### src/rtl/abta_pkg.sv
// shared types, constants and codes for the address binding table
`timescale 1ns / 1ps
`default_nettype none
package abta_pkg;

   localparam int ENTRIES       = 16;
   localparam int MAX_RESULTS   = 16;
   localparam int IDX_W         = (ENTRIES > 1) ? $clog2(ENTRIES) : 1;
   localparam int RM_W          = $clog2(MAX_RESULTS + 1);
   localparam int KEY_W         = 64;
   localparam int CNT_W         = 22;
   localparam int LIFE_W        = 16;
   localparam int HOURS_DEFAULT = 24;
   localparam int STALE_RESET   = HOURS_DEFAULT * 60;
   localparam int DATA_W        = 32;
   localparam int ADDR_W        = 3;

   localparam logic [2:0] OP_TICK      = 3'd0;
   localparam logic [2:0] OP_ADD       = 3'd1;
   localparam logic [2:0] OP_LOOKUP    = 3'd2;
   localparam logic [2:0] OP_REACHABLE = 3'd3;
   localparam logic [2:0] OP_STALE     = 3'd4;
   localparam logic [2:0] OP_REMOVE    = 3'd5;

   localparam logic [1:0] STAT_OK        = 2'd0;
   localparam logic [1:0] STAT_NOT_FOUND = 2'd1;
   localparam logic [1:0] STAT_PRESENT   = 2'd2;
   localparam logic [1:0] STAT_FULL      = 2'd3;

   localparam logic REG_STALE_MINUTES = 1'b0;

   typedef struct packed {
      logic [2:0]        req_type;
      logic [KEY_W-1:0]  key_high;
      logic [KEY_W-1:0]  key_low;
      logic [LIFE_W-1:0] lifetime;
   } req_item_type;

   typedef struct packed {
      logic             found;
      logic             reachable;
      logic [1:0]       status;
      logic             removed;
      logic [KEY_W-1:0] removed_key_high;
      logic [KEY_W-1:0] removed_key_low;
      logic             last;
   } rsp_item_type;

   typedef struct packed {
      logic             reachable;
      logic             running;
      logic [CNT_W-1:0] countdown;
   } meta_type;

   typedef enum logic [1:0] {
      CTL_IDLE,
      CTL_READ,
      CTL_EVAL,
      CTL_DONE
   } ctl_state_type;

   typedef struct packed {
      logic start;
      logic step;
      logic finish;
   } abta_cmd_type;

   typedef struct packed {
      logic last_idx;
      logic stall;
      logic out_free;
   } abta_status_type;

endpackage
`default_nettype wire

### src/rtl/abta_ram.sv
// generic single write port ram with registered read
`timescale 1ns / 1ps
`default_nettype none
module abta_ram #(
   parameter int WIDTH = 8,
   parameter int DEPTH = 16,
   localparam int AW = (DEPTH > 1) ? $clog2(DEPTH) : 1
) (
   input  wire logic                       clock,
   input  wire logic                       wr_en,
   input  wire logic [AW-1:0]              wr_addr,
   input  wire logic [WIDTH-1:0]           wr_data,
   input  wire logic [AW-1:0]              rd_addr,
   output logic      [WIDTH-1:0]           rd_data
);
   logic [WIDTH-1:0] mem_ff [DEPTH];
   logic [WIDTH-1:0] rd_data_ff;

   always_ff @(posedge clock) begin
      if (wr_en) begin
         mem_ff[wr_addr] <= wr_data;
      end
      rd_data_ff <= mem_ff[rd_addr];
   end

   assign rd_data = rd_data_ff;
endmodule
`default_nettype wire

### src/rtl/abta_ctrl.sv
// controller state machine sequencing the table scan
`timescale 1ns / 1ps
`default_nettype none
module abta_ctrl
   import abta_pkg::*;
(
   input  wire logic            clock,
   input  wire logic            reset,
   input  wire logic            req_valid,
   output logic                 req_ready,
   output abta_cmd_type         cmd,
   input  wire abta_status_type status
);
   ctl_state_type state_ff, state_in;

   always_ff @(posedge clock) begin
      if (reset) begin
         state_ff <= CTL_IDLE;
      end else begin
         state_ff <= state_in;
      end
   end

   always_comb begin
      state_in = state_ff;
      case (state_ff)
         CTL_IDLE: begin
            if (req_valid) state_in = CTL_READ;
         end
         CTL_READ: begin
            state_in = CTL_EVAL;
         end
         CTL_EVAL: begin
            if (!status.stall) state_in = status.last_idx ? CTL_DONE : CTL_READ;
         end
         CTL_DONE: begin
            if (status.out_free) state_in = CTL_IDLE;
         end
         default: begin
            state_in = CTL_IDLE;
         end
      endcase
   end

   always_comb begin
      req_ready  = 1'b0;
      cmd        = '0;
      case (state_ff)
         CTL_IDLE: begin
            req_ready = 1'b1;
            cmd.start = req_valid;
         end
         CTL_EVAL: begin
            cmd.step = !status.stall;
         end
         CTL_DONE: begin
            cmd.finish = status.out_free;
         end
         default: begin
            cmd = '0;
         end
      endcase
   end

   a_stall_holds: assert property (@(posedge clock) disable iff (reset)
      (state_ff == CTL_EVAL && status.stall) |=> state_ff == CTL_EVAL)
      else $error("eval left while stalled");
   a_step_only_eval: assert property (@(posedge clock) disable iff (reset)
      cmd.step |-> state_ff == CTL_EVAL)
      else $error("step outside eval");
   a_start_reads: assert property (@(posedge clock) disable iff (reset)
      cmd.start |=> state_ff == CTL_READ)
      else $error("start without read");
endmodule
`default_nettype wire

### src/rtl/abta_dp.sv
// datapath: entry storage, scan registers, aging and result register
`timescale 1ns / 1ps
`default_nettype none
module abta_dp
   import abta_pkg::*;
(
   input  wire logic            clock,
   input  wire logic            reset,
   input  wire req_item_type    req_data,
   input  wire logic [CNT_W-1:0] stale_minutes,
   input  wire abta_cmd_type    cmd,
   output abta_status_type      status,
   output logic                 rsp_valid,
   input  wire logic            rsp_ready,
   output rsp_item_type         rsp_data
);
   req_item_type          req_ff;
   logic [IDX_W-1:0]      idx_ff, hit_idx_ff, free_idx_ff;
   logic                  hit_ff, hit_reach_ff, free_ff;
   logic                  pend_v_ff;
   logic [2*KEY_W-1:0]    pend_key_ff;
   logic [RM_W-1:0]       rm_cnt_ff;
   logic [ENTRIES-1:0]    valid_ff, valid_in;
   logic                  rsp_v_ff;
   rsp_item_type          rsp_ff, rsp_in;
   logic                  rsp_push;

   meta_type              meta_rd, meta_wd;
   logic                  meta_we;
   logic [IDX_W-1:0]      meta_wa;
   logic [2*KEY_W-1:0]    key_rd;
   logic                  key_we;

   logic                  out_free, is_tick, ent_v, act, expire, remove_now, key_match;

   abta_ram #(.WIDTH(2 * KEY_W), .DEPTH(ENTRIES)) u_key_ram (
      .clock   (clock),
      .wr_en   (key_we),
      .wr_addr (free_idx_ff),
      .wr_data ({req_ff.key_high, req_ff.key_low}),
      .rd_addr (idx_ff),
      .rd_data (key_rd)
   );

   abta_ram #(.WIDTH($bits(meta_type)), .DEPTH(ENTRIES)) u_meta_ram (
      .clock   (clock),
      .wr_en   (meta_we),
      .wr_addr (meta_wa),
      .wr_data (meta_wd),
      .rd_addr (idx_ff),
      .rd_data (meta_rd)
   );

   assign out_free   = !rsp_v_ff || rsp_ready;
   assign is_tick    = req_ff.req_type == OP_TICK;
   assign ent_v      = valid_ff[idx_ff];
   assign act        = is_tick && ent_v && meta_rd.running;
   assign expire     = meta_rd.countdown <= CNT_W'(1);
   assign remove_now = act && expire && !meta_rd.reachable && (rm_cnt_ff < RM_W'(MAX_RESULTS));
   assign key_match  = ent_v && (key_rd == {req_ff.key_high, req_ff.key_low});

   assign status.last_idx = idx_ff == IDX_W'(ENTRIES - 1);
   assign status.stall    = remove_now && pend_v_ff && !out_free;
   assign status.out_free = out_free;

   always_comb begin
      meta_we  = 1'b0;
      meta_wa  = idx_ff;
      meta_wd  = '0;
      key_we   = 1'b0;
      valid_in = valid_ff;
      rsp_push = 1'b0;
      rsp_in   = '0;
      if (cmd.step && act) begin
         if (!expire) begin
            meta_we = 1'b1;
            meta_wd = '{reachable: meta_rd.reachable, running: 1'b1,
                        countdown: meta_rd.countdown - CNT_W'(1)};
         end else if (meta_rd.reachable) begin
            meta_we = 1'b1;
            meta_wd = '{reachable: 1'b0, running: 1'b1, countdown: stale_minutes};
         end else if (remove_now) begin
            valid_in[idx_ff] = 1'b0;
            if (pend_v_ff) begin
               rsp_push                = 1'b1;
               rsp_in.removed          = 1'b1;
               rsp_in.removed_key_high = pend_key_ff[2*KEY_W-1:KEY_W];
               rsp_in.removed_key_low  = pend_key_ff[KEY_W-1:0];
            end
         end else begin
            meta_we = 1'b1;
            meta_wd = '{reachable: 1'b0, running: 1'b1, countdown: '0};
         end
      end
      if (cmd.finish) begin
         rsp_push    = 1'b1;
         rsp_in.last = 1'b1;
         meta_wa     = hit_idx_ff;
         case (req_ff.req_type)
            OP_TICK: begin
               if (pend_v_ff) begin
                  rsp_in.removed          = 1'b1;
                  rsp_in.removed_key_high = pend_key_ff[2*KEY_W-1:KEY_W];
                  rsp_in.removed_key_low  = pend_key_ff[KEY_W-1:0];
               end
            end
            OP_ADD: begin
               if (hit_ff) begin
                  rsp_in.found     = 1'b1;
                  rsp_in.reachable = hit_reach_ff;
                  rsp_in.status    = STAT_PRESENT;
               end else if (!free_ff) begin
                  rsp_in.status = STAT_FULL;
               end else begin
                  key_we                = 1'b1;
                  meta_we               = 1'b1;
                  meta_wa               = free_idx_ff;
                  valid_in[free_idx_ff] = 1'b1;
               end
            end
            OP_LOOKUP: begin
               if (hit_ff) begin
                  rsp_in.found     = 1'b1;
                  rsp_in.reachable = hit_reach_ff;
               end else begin
                  rsp_in.status = STAT_NOT_FOUND;
               end
            end
            OP_REACHABLE: begin
               if (hit_ff) begin
                  meta_we          = 1'b1;
                  meta_wd          = '{reachable: 1'b1,
                                       running: req_ff.lifetime != '0,
                                       countdown: {{(CNT_W - LIFE_W){1'b0}},
                                                   req_ff.lifetime}};
                  rsp_in.found     = 1'b1;
                  rsp_in.reachable = 1'b1;
               end else begin
                  rsp_in.status = STAT_NOT_FOUND;
               end
            end
            OP_STALE: begin
               if (hit_ff) begin
                  meta_we      = 1'b1;
                  meta_wd      = '{reachable: 1'b0, running: 1'b1, countdown: stale_minutes};
                  rsp_in.found = 1'b1;
               end else begin
                  rsp_in.status = STAT_NOT_FOUND;
               end
            end
            OP_REMOVE: begin
               if (hit_ff) begin
                  valid_in[hit_idx_ff] = 1'b0;
                  rsp_in.found         = 1'b1;
               end else begin
                  rsp_in.status = STAT_NOT_FOUND;
               end
            end
            default: begin
               rsp_in.last = 1'b1;
            end
         endcase
      end
   end

   always_ff @(posedge clock) begin
      if (reset) begin
         valid_ff  <= '0;
         rsp_v_ff  <= 1'b0;
         pend_v_ff <= 1'b0;
         rm_cnt_ff <= '0;
         hit_ff    <= 1'b0;
         free_ff   <= 1'b0;
         idx_ff    <= '0;
      end else begin
         valid_ff <= valid_in;
         if (rsp_push) begin
            rsp_v_ff <= 1'b1;
         end else if (rsp_ready) begin
            rsp_v_ff <= 1'b0;
         end
         if (cmd.start) begin
            idx_ff    <= '0;
            hit_ff    <= 1'b0;
            free_ff   <= 1'b0;
            pend_v_ff <= 1'b0;
            rm_cnt_ff <= '0;
         end else if (cmd.step) begin
            idx_ff <= idx_ff + IDX_W'(1);
            if (remove_now) begin
               pend_v_ff <= 1'b1;
               rm_cnt_ff <= rm_cnt_ff + RM_W'(1);
            end
            if (!is_tick && key_match) begin
               hit_ff <= 1'b1;
            end
            if (!is_tick && !ent_v && !free_ff) begin
               free_ff <= 1'b1;
            end
         end else if (cmd.finish) begin
            pend_v_ff <= 1'b0;
         end
      end
   end

   always_ff @(posedge clock) begin
      if (cmd.start) begin
         req_ff <= req_data;
      end
      if (cmd.step) begin
         if (remove_now) begin
            pend_key_ff <= key_rd;
         end
         if (!is_tick && key_match) begin
            hit_idx_ff   <= idx_ff;
            hit_reach_ff <= meta_rd.reachable;
         end
         if (!is_tick && !ent_v && !free_ff) begin
            free_idx_ff <= idx_ff;
         end
      end
      if (rsp_push) begin
         rsp_ff <= rsp_in;
      end
   end

   assign rsp_valid = rsp_v_ff;
   assign rsp_data  = rsp_ff;

   a_rm_bound: assert property (@(posedge clock) disable iff (reset)
      rm_cnt_ff <= RM_W'(MAX_RESULTS))
      else $error("removal count beyond limit");
   a_pend_tick: assert property (@(posedge clock) disable iff (reset)
      pend_v_ff |-> is_tick)
      else $error("pending removal outside tick");
   a_finish_last: assert property (@(posedge clock) disable iff (reset)
      cmd.finish |=> rsp_v_ff && rsp_ff.last)
      else $error("finish without final result");
   a_no_overwrite: assert property (@(posedge clock) disable iff (reset)
      rsp_push |-> out_free)
      else $error("result register overwritten");
endmodule
`default_nettype wire

### src/rtl/address_binding_table_aging.sv
// top level of the address binding table with minute aging
//
//  port group   dir   handshake               payload
//  req_         in    req_valid / req_ready   req_data  (req_item_type)
//  rsp_         out   rsp_valid / rsp_ready   rsp_data  (rsp_item_type)
//  csr (apb)    in    psel / penable / pready paddr, pwdata, prdata
//
//  one request at a time: the scan reads the entries one after another, a read state
//  then an evaluate state for each; a new request waits until the final result is registered
//  a held output stalls a tick scan at each removal after the first and holds the final result
//  reset empties the table at once through per-entry valid flip-flops
//  stale_minutes resets to 1440
`timescale 1ns / 1ps
`default_nettype none
module address_binding_table_aging
   import abta_pkg::*;
(
   input  wire logic              clock,
   input  wire logic              reset,
   input  wire logic              req_valid,
   output logic                   req_ready,
   input  wire req_item_type      req_data,
   output logic                   rsp_valid,
   input  wire logic              rsp_ready,
   output rsp_item_type           rsp_data,
   input  wire logic              psel,
   input  wire logic              penable,
   input  wire logic              pwrite,
   input  wire logic [ADDR_W-1:0] paddr,
   input  wire logic [DATA_W-1:0] pwdata,
   output logic      [DATA_W-1:0] prdata,
   output logic                   pready
);
   logic [CNT_W-1:0] stale_ff;
   logic             reg_sel;
   abta_cmd_type     cmd;
   abta_status_type  status;

   assign pready  = 1'b1;
   assign reg_sel = paddr[ADDR_W-1:2] == REG_STALE_MINUTES;

   always_ff @(posedge clock) begin
      if (reset) begin
         stale_ff <= CNT_W'(STALE_RESET);
      end else if (psel && penable && pwrite && reg_sel) begin
         stale_ff <= pwdata[CNT_W-1:0];
      end
   end

   assign prdata = reg_sel ? {{(DATA_W - CNT_W){1'b0}}, stale_ff} : '0;

   abta_ctrl u_ctrl (
      .clock     (clock),
      .reset     (reset),
      .req_valid (req_valid),
      .req_ready (req_ready),
      .cmd       (cmd),
      .status    (status)
   );

   abta_dp u_dp (
      .clock         (clock),
      .reset         (reset),
      .req_data      (req_data),
      .stale_minutes (stale_ff),
      .cmd           (cmd),
      .status        (status),
      .rsp_valid     (rsp_valid),
      .rsp_ready     (rsp_ready),
      .rsp_data      (rsp_data)
   );
endmodule
`default_nettype wire

### config.mk
export PLATFORM = sky130hd
export DESIGN_NAME = address_binding_table_aging
export DESIGN_NICKNAME = d
export VERILOG_FILES = /design/src/rtl/abta_pkg.sv /design/src/rtl/abta_ram.sv /design/src/rtl/abta_ctrl.sv /design/src/rtl/abta_dp.sv /design/src/rtl/address_binding_table_aging.sv
export SDC_FILE = /design/constraint.sdc
export NUM_CORES = 2
export LEC_CHECK = 0
export BUFFER_PORTS_ARGS = -buffer_cell sky130_fd_sc_hd__buf_4
export CORE_ASPECT_RATIO = 1.1
export CORE_UTILIZATION = 35
export CTS_BUF_LIST = sky130_fd_sc_hd__clkbuf_4 sky130_fd_sc_hd__clkbuf_8
export DETAILED_ROUTE_END_ITERATION = 8
export HOLD_SLACK_MARGIN = 0.1
export PLACE_DENSITY = 0.61
export SYNTH_ARGS = -nofsm -noshare
export SYNTH_HDL_FRONTEND = slang
export SYNTH_SLANG_ARGS = --single-unit
### constraint.sdc
create_clock -name clock -period 46 [get_ports clock]
set_clock_uncertainty 0.05 [all_clocks]
set_input_delay 4.6 -clock clock [delete_from_list [all_inputs] [get_ports clock]]
set_output_delay 4.6 -clock clock [all_outputs]
set_load 0.01 [all_outputs]
## After elaboration in Yosys (flattened, before gate mapping)

Memory sizes are Yosys's and may differ from the RTL's. A register that Yosys moved wholly into a read port is not among the register bits.
Index checks and enable logic that the tools add are counted.

- Register bits after elaboration: 471
- Bits in writable memories: 2432
- Output and inout bits: 169
- Logic and storage cells: 182
- Memories kept: 2

Memory list:

| memory | depth | bits a word | read ports | clocked after memory_dff | wr ports | line | source |
|---|---|---|---|---|---|---|---|
| u_dp.u_key_ram.mem_ff | 16 | 128 | 1 | 1 | 1 | abta_ram.sv:16 | `logic [WIDTH-1:0] mem_ff [DEPTH];` |
| u_dp.u_meta_ram.mem_ff | 16 | 24 | 1 | 1 | 1 | abta_ram.sv:16 |  |

- $add $sub $neg: 3
- Magnitude comparators: 8
- Equal/unequal tests: 14
- Multiplexer cells: 84
- Bitwise gates (word level): 6
- Reduce and logical (&&, ||, !) cells: 41

Operators by type and width:

| cell | number |
|---|---|
| $mux 129 | 7 |
| $mux 24 | 6 |
| $mux 130 | 1 |
| $eq 128x128->1 | 1 |
| $mux 16 | 8 |
| $pmux 24 s2 | 1 |
| $mux 1 | 37 |
| $and 16x16->16 | 2 |
| $not 16->16 | 2 |
| $pmux 16 s2 | 1 |
| $mux 23 | 1 |
| $le 22x1->1 const B | 1 |
| $mux 22 | 1 |
| $sub 22x1->22 const B | 1 |
| $logic_and 1x1->1 | 18 |
| $mux 2 | 8 |
| $mux 4 | 4 |
| $or 16x16->16 | 1 |
| $reduce_bool 16->1 | 1 |
| $lt 4x5->1 const B | 3 |
| $demux 1 s4 | 3 |
| $ge 4x1->1 const B | 3 |
| $pmux 2 s4 | 1 |
| $reduce_and 2->1 | 4 |
| 24 further kinds | 40 |

## Logic depth before layout (Yosys ltp)

- Depth in word-level cells: 19
- Mapped depth: 11
- Gate-level depth less buffers: 8

## By module

From an unflattened synthesis, not the netlist that was laid out.

- Cells, all modules: 5403
- Area total of the unflattened synthesis: 113974.3 µm²

By module, submodules not included:

| module | instances | cells each | area an instance (µm²) | sequential area each (µm²) |
|---|---|---|---|---|
| abta_ram (u_dp.u_key_ram) | 1 | 3365 | 79331.1 | 64061.4 |
| abta_dp | 1 | 1255 | 18370.1 | 13132.6 |
| abta_ram (u_dp.u_meta_ram) | 1 | 636 | 14930.6 | 12011.5 |
| address_binding_table_aging | 1 | 133 | 1232.4 | 440.4 |
| abta_ctrl | 1 | 14 | 110.1 | 40.0 |

## Least setup slack after synthesis

No wires, ideal clock.

- Kind: input to register
- Start: input rsp_ready
- End: register u_dp.pend_key_ff[0], enable pin
- Library setup time: 0.928 ns
- Data arrival time: 16.990 ns
- Path slack: 28.033 ns
- Cell stages on the path: 2
- Cell sequence: and3b_1 > nor4_1

- Word-level cells in the longest chain between the ends: 6

RTL lines:

| what | line | source |
|---|---|---|
| start: declaration | address_binding_table_aging.sv:24 | `input wire logic rsp_ready,` |
| $logic_or 1x1->1 | abta_dp.sv:54 | `assign out_free = !rsp_v_ff \|\| rsp_ready;` |
| $logic_not 1->1 | abta_dp.sv:63 | `assign status.stall = remove_now && pend_v_ff && !out_free;` |
| $logic_and 1x1->1 | abta_dp.sv:63 |  |
| $logic_not 1->1 | n/a |  |
| $mux 1 | abta_ctrl.sv:48 | `case (state_ff)` |
| $reduce_and 2->1 (no source line) | n/a |  |
| end signal: assignment | abta_dp.sv:212 | `pend_key_ff <= key_rd;` |
| end: declaration | abta_dp.sv:21 | `logic [2*KEY_W-1:0] pend_key_ff;` |

No other way between the ends.
A chain may end at the register's enable or synchronous reset.

## Final worst setup path

- Start: input paddr[2]
- End: output prdata[4]

- Word-level cells in the longest chain between the ends: 1

RTL lines:

| what | line | source |
|---|---|---|
| start: declaration | address_binding_table_aging.sv:29 | `input wire logic [ADDR_W-1:0] paddr,` |
| $mux 22 | address_binding_table_aging.sv:50 | `assign prdata = reg_sel ? {{(DATA_W - CNT_W){1'b0}}, stale_ff} : '0;` |
| end: declaration | address_binding_table_aging.sv:31 | `output logic [DATA_W-1:0] prdata,` |

No other way between the ends.

==> key figures <==
Clocking
  – Worst skew pair latency: 1.10 ns
  – CTS tree: yes
  – Post-CTS setup buffer count: 0
  – Cts hold-fix bufs: 0
  – CTS sink cnt: 3055
  – PostCTS Resize Cnt: 0
  – TritonCTS Buffers: 479
  – Clock tree buffer depth: 4
  – Clock-pin slew on the worst setup and hold paths: 0.07 ns
  – H-tree depth: 5
  – Root Buffer: clkbuf_8

Route
  – # DRC: 0
  – Initial DRC count: 5889
  – 1st-pass router iterations: 6
  – DR vias/cell: 5.21
  – Routed Antenna Nets: 0
  – Routed WL: 294 mm
  – Wire per inst: 28.6 microns
  – Routed via count: 53600

Outcome
  – Status: complete, no violations

STA
  – Fmax: 0.103 GHz
  – Final number of setup-violating endpoints: 0
  – Final Slew Violations: 0
  – Min Clock Period, post-route: 9.73 ns
  – RSZ-0062 raised after global routing: false
  – Total negative slack: 0 ns
  – Slew margin rel.: 0.117
  – Post-route setup slack: 36.27 ns
  – Worst hold slack: 0.372 ns
  – Worst Tran Pin Value: 1.32 ns
  – Period utilization: 0.211
  – Final Hold Violating Endpoints: 0

Pwr
  – Worst VDD drop: 0.0000267 V
  – PD cells: 42.5 nW/um^2
  – Leakage: 0.0413 uW

Placement
  – HPWL after DPL: 156 mm
  – Dpl ws: 36.27 ns
  – Final GP Congestion: 0.783
  – Placed cells: 9380
  – DP Area: 121000 sq um
  – Port buffer count: 334

Critical path
  – Critical Path RT: 41.35 ns
  – Top Family by Delay on Critical Path: buffers and inverters
  – Worst Setup SP: paddr[2]
  – Worst path buffer plus inverter count: 2
  – Crit path top cell by count: buf_4
  – Arrival @ worst endpoint: 5.08 ns
  – Slowest stage delay, CP: 0.19 ns
  – Crit path cell chain: buf_4 > nor2b_1 > buf_4
  – CP max FO: 24
  – Startpoint types: input pin
  – Reg2reg start: u_dp.idx_ff[2]$_SDFFE_PP0N_
  – Critical path's slowest cell: buf_4
  – Crit. End Element: primary output
  – CP Class: input pin to primary output

Global routing
  – Gr ovfl total: 0
  – Largest net degree at the start of global routing: 138
  – Initial antenna violation count: 27
  – Vias in the first global route: 55000
  – Global-route wire length before repair: 412 mm
  – GR Util All Layers: 0.178

Layout
  – Layout cells sized above 1: 0.345
  – Nets: 5767
  – Fillers: 28100
  – Finished Layout Cells: 10300
  – Final instance area: 131000 sq um
  – Register area: 89700 sq um
  – Synthesis-to-layout area growth: 16.2%
  – Multi-input logic area: 22500 sq um

Yosys
  – Primary FF master, synth: edfxtp_1
  – Area leader, netlist: edfxtp_1
  – Synth top area cells: edfxtp_1, mux4_2, dfxtp_1
  – Syn Inst Count: 4866
  – Yosys top cell area share: 0.757
  – Synth Area per Inst: 23.2 sq um
  – Number of synthesized flops with an enable pin: 2850
  – Most frequent cell after synthesis: edfxtp_1
  – Fraction of registers with async set/reset: 0
  – Count of cell types in the netlist: 60
  – Yosys warnings: 0
  – Most frequent cells after synthesis: edfxtp_1, mux4_2, dfxtp_1
  – #FFs+latches synth: 3055
  – Sequential fraction of the synthesis area: 0.794
  – Mapped cell area: 113000 sq um

Floorplan
  – Initial core utilization: 0.352
  – Num ports: 358
  – Die height: 598 microns
  – Core Box Area: 321000 sq um
  – Rows: 218
  – Die area: 325000 sq um
  – Die X: 544 microns

Flow run
  – Max Cap Violations: 0

Min path
  – Worst hold start: u_dp.u_key_ram.rd_data[59]$_DFF_P_
  – Worst Hold Class: register to register
[power by group]
part | switching (uW) | leakage [uW] | internal [uW]
clock | 1080 | 0.00531 | 1290
combinational | 61.2 | 0.00779 | 46.9
sequential | 43.8 | 0.0282 | 3050
total | 1190 | 0.0413 | 4390
[metal layers]
layer  GRT usage  part of all wire  vias up
met1       0.248              0.43    29100
li1            -                 -    21900
met2       0.292              0.49     2178
met3      0.0293             0.065      397
met4      0.0429             0.020        4
met5           0          0.000078        -
[logic make-up after synthesis]
| family | after synthesis | share of synthesized area |
|---|---|---|
| adder cells (fa/ha/maj) | 7 | 0.000775 |
| multiplexers | 775 | 0.153 |
| flip-flops | 3055 | 0.794 |
| AO/OA/AOI/OAI | 158 | 0.00930 |
| buffers and inverters | 252 | 0.00944 |
| other | 2 | 0.0000665 |
| XOR/XNOR | 144 | 0.0112 |
| AND/OR/NAND/NOR | 473 | 0.0229 |
[flip-flops by register name (all words and copies together) (netlist names), 22 cells and up]
signal	cells
u_dp.pend_key_ff	128
u_dp.req_ff	147
u_dp.rsp_data	134
u_dp.u_meta_ram.mem_ff	384
u_dp.u_key_ram.rd_data	128
stale_ff	22
u_dp.u_key_ram.mem_ff	2048
u_dp.u_meta_ram.rd_data	24
[stage by stage]
| stage | total power, uW | util |
|---|---|---|
| 2_1_floorplan | 3200 | - |
| 3_3_place_gp | 3260 | 0.378 |
| 3_5_place_dp | 3270 | 0.378 |
| 4_1_cts | 5630 | 0.409 |
| 5_1_grt | 5740 | 0.409 |
| 6_report | 5580 | 0.409 |
[path summary, 6_finish.rpt]
check / endpoint / cells past startpoint / slack, ns
min reg2reg: u_dp.pend_key_ff[59]$_DFFE_PP_ / 0 / 0.37
min: u_dp.pend_key_ff[59]$_DFFE_PP_ / 0 / 0.37
max: prdata[4] / 3 / 36.27
max reg2reg: u_dp.pend_key_ff[31]$_DFFE_PP_ / 9 / 39.75
[cell type report]
type	instances	area share
Timing Repair Buffer	444	0.0265
Sequential cell	3055	0.683
Clock inverter	203	0.0115
Multi-Input combinational cell	1568	0.172
Antenna cell	6	0.000114
Inverter	23	0.000944
Tap cell	4290	0.0409
Clock buffer	695	0.0651
[layout by cell type, fill, tap and decap left out, types with 9 or more instances in the layout]
cell type	n
clkinv_1	91
a31oi_1	13
clkinv_2	62
clkbuf_4	164
mux4_2	760
nand3_1	30
clkinvlp_4	15
bufinv_16	15
conb_1	11
nand2b_1	12
nor2b_1	29
nor2_1	47
xnor2_1	110
xor2_1	32
o21ai_0	29
nand2_1	92
nand4_1	33
clkbuf_8	531
nor3_2	9
dfxtp_1	201
a22oi_1	19
buf_12	12
nor2_4	16
o22ai_1	12
buf_4	432
mux2i_1	15
and2_1	130
nor3_1	10
inv_1	17
a21oi_1	29
edfxtp_1	2850
nor4_1	22
Note: power is estimated with default switching activity, not from simulation.
